**src/sv/bmc_pkg.sv**
```systemverilog
// Shared types and constants for the binary morphology row filter.
package bmc_pkg;

	localparam int DATA_W          = 64;
	localparam int DEF_MAX_COLUMNS = 64;
	localparam int WIDTH_W         = 7;
	localparam int THR_W           = 4;
	localparam int CFG_IDX_W       = 2;
	localparam int CFG_DATA_W      = 7;
	localparam int QUEUE_DEPTH     = 4;

	localparam logic [THR_W-1:0]   NBR_CROSS     = THR_W'(4);
	localparam logic [THR_W-1:0]   NBR_FULL      = THR_W'(8);
	localparam logic [WIDTH_W-1:0] RESET_COLUMNS = WIDTH_W'(64);

	typedef enum logic [CFG_IDX_W-1:0] {
		REG_ERODE_MODE       = 2'd0,
		REG_EIGHT_NEIGHBOURS = 2'd1,
		REG_COUNT_THRESHOLD  = 2'd2,
		REG_COLUMNS_IN_USE   = 2'd3
	} cfg_reg_t;

	typedef enum logic [1:0] {
		ROWS_NONE = 2'd0,
		ROWS_ONE  = 2'd1,
		ROWS_TWO  = 2'd2
	} rows_t;

	// Settings every lane needs for its decision.
	typedef struct packed {
		logic             erode_mode;
		logic             eight_neighbours;
		logic [THR_W-1:0] count_threshold;
	} lane_cfg_t;

	typedef struct packed {
		logic              is_last;
		logic [DATA_W-1:0] result_pixels;
	} out_word_t;

endpackage

```
**src/sv/bmc_lane.sv**
```systemverilog
// One column lane: neighbour count and flip decision for one interior pixel.
module bmc_lane
	import bmc_pkg::*;
(
	input  logic      [2:0] up,
	input  logic      [2:0] mid,
	input  logic      [2:0] dn,
	input  lane_cfg_t       cfg,
	input  logic            active,
	output logic            flip
);

	logic [THR_W-1:0] fg_cross;
	logic [THR_W-1:0] fg_diag;
	logic [THR_W-1:0] fg;
	logic [THR_W-1:0] total;
	logic [THR_W-1:0] bg;

	always_comb begin
		fg_cross = THR_W'(up[1]) + THR_W'(dn[1]) + THR_W'(mid[0]) + THR_W'(mid[2]);
		fg_diag  = THR_W'(up[0]) + THR_W'(up[2]) + THR_W'(dn[0]) + THR_W'(dn[2]);
		fg       = cfg.eight_neighbours ? fg_cross + fg_diag : fg_cross;
		total    = cfg.eight_neighbours ? NBR_FULL : NBR_CROSS;
		bg       = total - fg;
		if (cfg.erode_mode) begin
			flip = active & mid[1] & (bg > cfg.count_threshold);
		end else begin
			flip = active & ~mid[1] & (fg > cfg.count_threshold);
		end
	end

endmodule

```
**src/sv/bmc_out_queue.sv**
```systemverilog
// Output word queue: takes up to two words a cycle, hands out one while ready.
module bmc_out_queue
	import bmc_pkg::*;
(
	input  logic              clk,
	input  logic              arst_n,
	input  logic              push0,
	input  logic              push1,
	input  out_word_t         word0,
	input  out_word_t         word1,
	output logic              space_ok,
	output logic              m_axis_tvalid,
	input  logic              m_axis_tready,
	output logic [DATA_W-1:0] m_axis_tdata,
	output logic              m_axis_tlast
);

	localparam int PTR_W = $clog2(QUEUE_DEPTH);
	localparam int CNT_W = $clog2(QUEUE_DEPTH + 1);

	out_word_t        mem_q [QUEUE_DEPTH];
	logic [PTR_W-1:0] wr_ptr_q;
	logic [PTR_W-1:0] rd_ptr_q;
	logic [CNT_W-1:0] count_q;
	logic             pop;
	logic [CNT_W-1:0] n_push;

	assign pop           = m_axis_tvalid & m_axis_tready;
	assign n_push        = CNT_W'(push0) + CNT_W'(push1);
	assign m_axis_tvalid = (count_q != '0);
	assign m_axis_tdata  = mem_q[rd_ptr_q].result_pixels;
	assign m_axis_tlast  = mem_q[rd_ptr_q].is_last;
	// Room for the two words a flushing last row may bring.
	assign space_ok      = (count_q <= CNT_W'(QUEUE_DEPTH - 2));

	always_ff @(posedge clk or negedge arst_n) begin
		if (!arst_n) begin
			wr_ptr_q <= '0;
			rd_ptr_q <= '0;
			count_q  <= '0;
		end else begin
			wr_ptr_q <= wr_ptr_q + PTR_W'(n_push);
			if (pop) begin
				rd_ptr_q <= rd_ptr_q + PTR_W'(1);
			end
			count_q <= count_q + n_push - CNT_W'(pop);
		end
	end

	always_ff @(posedge clk) begin
		if (push0) begin
			mem_q[wr_ptr_q] <= word0;
		end
		if (push1) begin
			mem_q[wr_ptr_q + PTR_W'(1)] <= word1;
		end
	end

endmodule

```
**src/sv/binary_morph_2d_count_core.sv**
```systemverilog
// Top level of the streaming 3x3 binary dilation / erosion row filter.
//
// Input channel s_axis_*: one image row per word, bit c of tdata is the pixel
// at column c, tlast marks the final row of the image. Output channel
// m_axis_*: one processed row per word, tlast marks the final output row.
// The cfg_* port writes the mode, neighbourhood, threshold and width
// registers; write it only while no row is in flight.
// Each row is held until the row below it arrives, so output row n leaves
// with input row n+1 and enters the output queue when that input is taken.
// A last row flushes two words: the pending row and the last row itself.
// A single-row image gives one word.
// While the queue has room, one row is taken per cycle: all column lanes
// decide in parallel in that cycle, and a four-word output queue absorbs
// the extra flush word. When the receiver stalls, the queue fills and
// s_axis_tready drops once fewer than two slots are free.
// Reset empties the queue and the row history and sets dilation, the
// 4-neighbourhood, threshold 0 and a width of 64 columns.
module binary_morph_2d_count_core
	import bmc_pkg::*;
#(
	parameter int MAX_COLUMNS = DEF_MAX_COLUMNS
) (
	input  logic                  clk,
	input  logic                  arst_n,
	input  logic                  cfg_we,
	input  logic [CFG_IDX_W-1:0]  cfg_index,
	input  logic [CFG_DATA_W-1:0] cfg_data,
	input  logic                  s_axis_tvalid,
	output logic                  s_axis_tready,
	input  logic [DATA_W-1:0]     s_axis_tdata,   // [63:0] row_pixels
	input  logic                  s_axis_tlast,
	output logic                  m_axis_tvalid,
	input  logic                  m_axis_tready,
	output logic [DATA_W-1:0]     m_axis_tdata,   // [63:0] result_pixels
	output logic                  m_axis_tlast
);

	lane_cfg_t          lane_cfg_q;
	logic [WIDTH_W-1:0] columns_q;
	rows_t              rows_q;
	rows_t              rows_next;
	logic [DATA_W-1:0]  prev_q;
	logic [DATA_W-1:0]  center_q;

	logic [WIDTH_W-1:0] eff_w;
	logic [DATA_W-1:0]  mask;
	logic [DATA_W-1:0]  row_m;
	logic [DATA_W-1:0]  prev_m;
	logic [DATA_W-1:0]  center_m;
	logic [DATA_W-1:0]  flips;
	logic               accept;
	logic               space_ok;
	logic               push0;
	logic               push1;
	out_word_t          word0;
	out_word_t          word1;

	// Configuration registers.
	always_ff @(posedge clk or negedge arst_n) begin
		if (!arst_n) begin
			lane_cfg_q <= '0;
			columns_q  <= RESET_COLUMNS;
		end else if (cfg_we) begin
			unique case (cfg_reg_t'(cfg_index))
				REG_ERODE_MODE:       lane_cfg_q.erode_mode       <= cfg_data[0];
				REG_EIGHT_NEIGHBOURS: lane_cfg_q.eight_neighbours <= cfg_data[0];
				REG_COUNT_THRESHOLD:  lane_cfg_q.count_threshold  <= cfg_data[THR_W-1:0];
				REG_COLUMNS_IN_USE:   columns_q                   <= cfg_data[WIDTH_W-1:0];
				default: ;
			endcase
		end
	end

	assign eff_w = (columns_q > WIDTH_W'(MAX_COLUMNS)) ? WIDTH_W'(MAX_COLUMNS) : columns_q;

	always_comb begin
		for (int c = 0; c < DATA_W; c++) begin
			mask[c] = (WIDTH_W'(c) < eff_w);
		end
	end

	assign row_m    = s_axis_tdata & mask;
	assign prev_m   = prev_q & mask;
	assign center_m = center_q & mask;
	assign accept   = s_axis_tvalid & s_axis_tready;
	assign s_axis_tready = space_ok;

	// One lane per interior column; border columns never flip.
	assign flips[0]                      = 1'b0;
	assign flips[DATA_W-1:MAX_COLUMNS-1] = '0;

	for (genvar c = 1; c < MAX_COLUMNS - 1; c++) begin : g_lane
		bmc_lane u_lane (
			.up     (prev_m[c+1:c-1]),
			.mid    (center_m[c+1:c-1]),
			.dn     (row_m[c+1:c-1]),
			.cfg    (lane_cfg_q),
			.active (WIDTH_W'(c + 1) < eff_w),
			.flip   (flips[c])
		);
	end

	// Row history sequencer: next state.
	always_comb begin
		rows_next = rows_q;
		if (accept) begin
			if (s_axis_tlast) begin
				rows_next = ROWS_NONE;
			end else if (rows_q == ROWS_NONE) begin
				rows_next = ROWS_ONE;
			end else begin
				rows_next = ROWS_TWO;
			end
		end
	end

	// Row history sequencer: merge lane results into output words.
	always_comb begin
		push0               = 1'b0;
		push1               = 1'b0;
		word0.is_last       = 1'b0;
		word0.result_pixels = row_m;
		word1.is_last       = 1'b1;
		word1.result_pixels = row_m;
		unique case (rows_q)
			ROWS_NONE: begin
				push0         = accept & s_axis_tlast;
				word0.is_last = 1'b1;
			end
			ROWS_ONE: begin
				push0               = accept;
				push1               = accept & s_axis_tlast;
				word0.result_pixels = center_m;
			end
			ROWS_TWO: begin
				push0               = accept;
				push1               = accept & s_axis_tlast;
				word0.result_pixels = center_m ^ flips;
			end
			default: ;
		endcase
	end

	always_ff @(posedge clk or negedge arst_n) begin
		if (!arst_n) begin
			rows_q <= ROWS_NONE;
		end else begin
			rows_q <= rows_next;
		end
	end

	always_ff @(posedge clk) begin
		if (accept) begin
			prev_q   <= center_q;
			center_q <= row_m;
		end
	end

	bmc_out_queue u_queue (
		.clk           (clk),
		.arst_n        (arst_n),
		.push0         (push0),
		.push1         (push1),
		.word0         (word0),
		.word1         (word1),
		.space_ok      (space_ok),
		.m_axis_tvalid (m_axis_tvalid),
		.m_axis_tready (m_axis_tready),
		.m_axis_tdata  (m_axis_tdata),
		.m_axis_tlast  (m_axis_tlast)
	);

endmodule

```
**config.mk**
```make
export PLATFORM = sky130hd
export DESIGN_NAME = binary_morph_2d_count_core
export DESIGN_NICKNAME = d
export VERILOG_FILES = /design/src/sv/bmc_pkg.sv /design/src/sv/bmc_lane.sv /design/src/sv/bmc_out_queue.sv /design/src/sv/binary_morph_2d_count_core.sv
export SDC_FILE = /design/constraint.sdc
export NUM_CORES = 2
export LEC_CHECK = 0
export ABC_AREA = 1
export BUFFER_PORTS_ARGS = -buffer_cell sky130_fd_sc_hd__buf_4
export CELL_PAD_IN_SITES_DETAIL_PLACEMENT = 1
export CELL_PAD_IN_SITES_GLOBAL_PLACEMENT = 2
export CORE_MARGIN = 2
export CORE_UTILIZATION = 42
export DETAILED_ROUTE_END_ITERATION = 7
export PLACE_DENSITY = 0.93
export SLEW_MARGIN = 5
export SYNTH_ARGS = -nofsm -noshare
export SYNTH_HDL_FRONTEND = slang
export SYNTH_SLANG_ARGS = --single-unit
```
**constraint.sdc**
```tcl
create_clock -name clk -period 9.5 [get_ports clk]
set_input_delay 0.475 -clock clk [delete_from_list [all_inputs] [get_ports clk]]
set_output_delay 0.475 -clock clk [all_outputs]
set_load 0.02 [all_outputs]
```
# After elaboration in Yosys (flattened, before gate mapping)
# Memories as Yosys holds them, arrays and structs flattened.
# Cells that the tools add are included.
# Widths: inputs -> output; s select.
# word_totals
register_bits,150
mem_count,1
ram_bits,260
in_bits,79
# memory_table
name,depth,word_bits,rd,rd_ports_with_merged_regs,wr,line_no,source
u_queue.mem_q,4,65,1,0,2,bmc_out_queue.sv:21,out_word_t mem_q [QUEUE_DEPTH];
# op_classes
order_cmp,190
reduce_logical,8
bitwise_logic,317
eq_ne,5
n_addsub,502
muxes,136
# op_table
op,n
$add 4x1->4,248
$gt 4x4->1,124
$mux 4,63
$and 1x1->1,251
$add 1x1->2,125
$add 4x4->4,62
$sub 4x4->4,62
$lt 6x7->1 const A,32
$and 64x64->64,3
$pmux 64 s2,1
$lt 5x7->1 const A,16
$mux 1,68
$xor 64x63->64,1
$not 1->1,62
$lt 4x7->1 const A,8
$lt 3x7->1 const A,4
$lt 1x7->1 const A,2
$lt 2x7->1 const A,2
$reduce_and 2->1,4
$gt 7x7->1 const B,1
$mux 7,1
$eq 2x2->1 const B,3
$add 2x1->2 const B,2
$eq 2x1->1 const B,2
other kinds (9),11

# Logic depth before layout (Yosys ltp)
# depth
depth_word,15
ltp_mapped,36
depth_no_buf,34

# By module
# From an unflattened synthesis, not the netlist that was laid out.
# unflattened
hier_cells,8157
hier_area_um2,55821.0
# by_module_without_submodules
mod,instances,area_per_inst_um2,seq_area_each_um2,cells_each
bmc_lane at g_lane[10].u_lane ...,29,565.5,0.0,89
bmc_lane at g_lane[17].u_lane ...,31,520.5,0.0,87
bmc_out_queue,1,13450.4,7982.7,1527
binary_morph_2d_count_core,1,8813.5,4220.3,1201
bmc_lane at g_lane[28].u_lane,1,519.2,0.0,77
bmc_lane at g_lane[7].u_lane,1,501.7,0.0,74

# Worst setup path after synthesis
# Ideal clock, no wire load.
# synth_path
path_type,reg-to-reg
start,register columns_q[6]
end,memory u_queue.mem_q[1][56] in the netlist's numbering (data pin)
arrival_ns,5.094
n_path_buf,2
path_slack_ns,4.152
synth_period_minus_slack_ns,5.348
setup_ns,0.254
required_time_ns,9.246
path_stages_with_launch,37
path_cell_list,dfstp_2 buf_6 inv_4 buf_6 nand2_4 nand2_1 nor2_2 nand2_1 nand2_1 inv_1 nand2_1 inv_1 ha_1 inv_1 fa_1 inv_1 fa_1 ha_1 inv_1 fa_1 o21ai_0 inv_1 nand3_1 nand2_1 xnor2_1 inv_1 ha_1 nand2_1 o21bai_1 a21oi_1 nand2_1 nand2_1 nand2_1 nand2_1 nand2_1 nand3_1 nand2_1
# synth_lines
element,line_no,source
"start, declared",binary_morph_2d_count_core.sv:39,logic [WIDTH_W-1:0] columns_q;
"start signal, assigned",binary_morph_2d_count_core.sv:68,REG_COLUMNS_IN_USE: columns_q <= cfg_data[WIDTH_W-1:0];
"end, declared",bmc_out_queue.sv:21,

==> results.tsv <==
stage	metric	value	unit
clocking	post-cts-setup-buffers	0	
placement	gp_congestion	0.904	
critical_path	reg2reg_from	columns_q[6]	
synthesis	syn_area	50700	um^2
cells_and_area	final_util	0.461	
synthesis	synth_xor_area_frac	0.0268	
synthesis	synth_top_cell_area_share	0.228	
grt	antenna_found_initial	8	
routing	wl_met1	77400	um
cells_and_area	multi_input_area	34600	um^2
routing	drc_errors	0	
floorplan	die_area	123000	um^2
floorplan	row_count	127	
cells_and_area	seqCellArea	12200	um^2
clocking	hold_buffers	1	
pwr	comb_power_share	0.768	
critical_path	startpoint	columns_q[6]	
floorplan	die_h	351	um
cells_and_area	fin_cells	8184	
pwr	ir_drop	0.167	mV
routing	via_per_inst	5.75	
placement	port_buffers	145	
sta	max_freq	140	MHz
run_status	run_status	finished, final reports clean	
floorplan	ios	146	
sta	drv_slew	0	
run	drv_cap	0	
clocking	cts_sinks	410	
grt	grt_max_degree	148	
synthesis	synth-seq-cells	410	
routing	drt_iter0_drc	3192	
pwr	sw_frac_of_total	0.544	
pwr	p_int	0.00909	W
sta	setup-tns-final	0	ps
synthesis	ys_types	55	
grt	grt_pass1_vias	50175	
synthesis	synth_top_family_by_area	adder cells	
synthesis	syn-mean-instance-area	7.84	um^2
routing	dr_wl_met3	12400	um
floorplan	dieWidth	351	um
cells_and_area	final_common_cell	nand2_1	
synthesis	synth-edff-count	384	
floorplan	core-area	120000	um^2
sta	maxSlewHeadroom	0.0860	
hold_path	min_from	cfg_data[6]	
cells_and_area	drive_above_1_share	0.0583	
critical_path	cp-end-kind	flop	
pwr	p_leak	28.0	nW
cells_and_area	synthToLayoutAreaGrowth	9.08	%
routing	maxUsedRoutingLayer	met5	
critical_path	path_class	flop to flop	
routing	dr.pass1.iters	5	
synthesis	yosys-mux-area-fraction	0.00356	
synthesis	yosys.area_share.adder	0.324	
routing	wl	195000	um
floorplan	start_util	0.423	
sta	post-route-min-period	7130	ps
synthesis	yosys.area_share.simple	0.215	
clocking	tritoncts	built	
sta	skew	31.6	ps
hold_path	hp-class	input port to flop	
synthesis	yosysTopAreaCell	edfxtp_1	
pwr	power_frac_clock	0.103	
routing	ant_nets	0	
synthesis	syn-num-nets	7703	
synthesis	yosysWarningCount	0	
synthesis	synth.area.top_cells	edfxtp_1 (23%), ha_1 (23%), nand2_1 (13%)	
clocking	post_cts_resized	0	
cells_and_area	finalNetCount	7767	
grt	track_usage	0.314	
routing	wire_per_inst	23.8	um
sta	hold_viol_final	0	
synthesis	synth-async-reset-ratio	0.0537	
critical_path	cp_max_fo	18	
clocking	cts-root-buf	clkbuf_16	
routing	vias	47038	
critical_path	start_kind	flop	
cells_and_area	layout_common_cells	nand2_1 (1694), ha_1 (911), inv_1 (816), o21ai_0 (481), nor2_1 (415)	
pwr	power_frac_seq	0.129	
clocking	cts_buffers	53	
clocking	ctsLongestPathBuffers	3	
synthesis	synth_cells	6462	
clocking	clk_pin_slew	70	ps
sta	worst_slew_pin_slew	1370	ps
pwr	switching_power	0.0109	W
sta	finalSetupViolCount	0	
synthesis	dominantRegCellSynth	edfxtp_1	
pwr	power	0.0199	W
grt	grt-ovfl-total	0	
clocking	cts_max_level	2	
cells_and_area	fillers	14863	
placement	placed_cells	8082	
pwr	p_per_area	361	nW/um^2
routing	dr_wl_met2	92900	um
synthesis	seq_area_frac_synth	0.240	
grt	grt_pass1_wl	296000	um
clocking	clk_latency	670	ps
critical_path	worstPathArrival	7530	ps
placement	dp_hpwl	139000	um
sta	rsz0062_at_grt	false	
sta	period_share	0.751	
synthesis	synth_compound_area_frac	0.113	
critical_path	cp.required	9890	ps
metrics by stage:
| step | hold WS, ps | area (um^2) | worst slack (ps) |
|---|---|---|---|
| 3_3_place_gp | 419 | 53600 | 2600 |
| 5_1_grt | 143 | 55300 | 1940 |
| 6_report | 128 | 55300 | 2370 |
| 3_5_place_dp | 422 | 53600 | 2420 |
| 4_1_cts | 97.2 | 55300 | 2380 |
| 2_1_floorplan | 179 | 50700 | 4150 |
worst max-delay path, stage by stage (launching register included):
cell	delay (ps)
dfstp_2	730
nor2_4	190
inv_2	290
nand2_4	230
a21oi_1	860
nand2_1	160
inv_1	350
ha_1	300
inv_1	80
fa_1	480
fa_1	510
inv_1	40
ha_1	190
fa_1	480
nand2_1	50
o21ai_0	180
inv_1	90
ha_1	230
xnor2_1	180
ha_1	270
nand4_1	110
nand2_1	50
nor2_1	190
nand4_1	130
nand3_1	140
nand2_1	140
nand3_1	100
nand2_1	60
logic make-up (layout without fill, tap and decap cells):
| logic type | Yosys count | count (layout) |
|---|---|---|
| AO/OA/AOI/OAI | 1037 | 1037 |
| XOR/XNOR | 155 | 155 |
| adder cells (fa/ha/maj) | 1162 | 1162 |
| buffers and inverters | 1032 | 1140 |
| flip-flops | 410 | 410 |
| multiplexers | 18 | 18 |
| other | 0 | 2 |
| AND/OR/NAND/NOR | 2648 | 2648 |
synth_stat cells (all sizes together) (48+ instances only):
master and n:
a21o 48, a21oi 287, clkbuf 151, edfxtp 384
fa 249, ha 913, inv 837, nand2 1706
nand3 389, nand4 71, nor2 434, o21ai 500
o22ai 74, xnor2 63, xor2 92
per-layer routing:
layer,GRT usage,vias up
li1,-,21648
met1,0.378,23434
met2,0.545,1482
met3,0.0429,464
met4,0.169,10
met5,0,-
cell type report:
class	count	share of cell area
Sequential cell	410	0.220
Multi-Input combinational cell	5020	0.627
Clock inverter	41	0.00634
Timing Repair Buffer	200	0.0277
Tap cell	1612	0.0365
Antenna cell	2	0.0000905
Clock buffer	58	0.0247
Inverter	841	0.0578
registers in the layout, summed over array words and instances, names as in the netlist:
register          cells
u_queue.mem_q       260
u_queue.rd_ptr_q      2
center_q             64
prev_q               64
columns_q             7
lane_cfg_q            6
u_queue.wr_ptr_q      2
rows_q                2
u_queue.count_q       3
power groups by stage:
stage | clock network (W) | registers [W] | logic (W)
after floorplan | 0 | 0.00249 | 0.0105
after global placement | 0 | 0.00257 | 0.0142
after detailed placement | 0 | 0.00259 | 0.0151
after CTS | 0.00205 | 0.00255 | 0.0153
after global routing | 0.00212 | 0.00258 | 0.0174
final | 0.00206 | 0.00256 | 0.0153
path summary, 6_finish.rpt:
path / to / slack, ps / depth (start not counted)
setup / recovery: u_queue.mem_q[3][46] / 2370 / 27
min in group asynchronous: u_queue.count_q[1] / 280 / 2
setup reg to reg: u_queue.mem_q[3][46] / 2370 / 27
hold / removal: columns_q[6] / 130 / 3
hold reg to reg: prev_q[60] / 450 / 0
max in group asynchronous: lane_cfg_q[4] / 8870 / 2
Note: power is estimated with default switching activity, not from simulation.
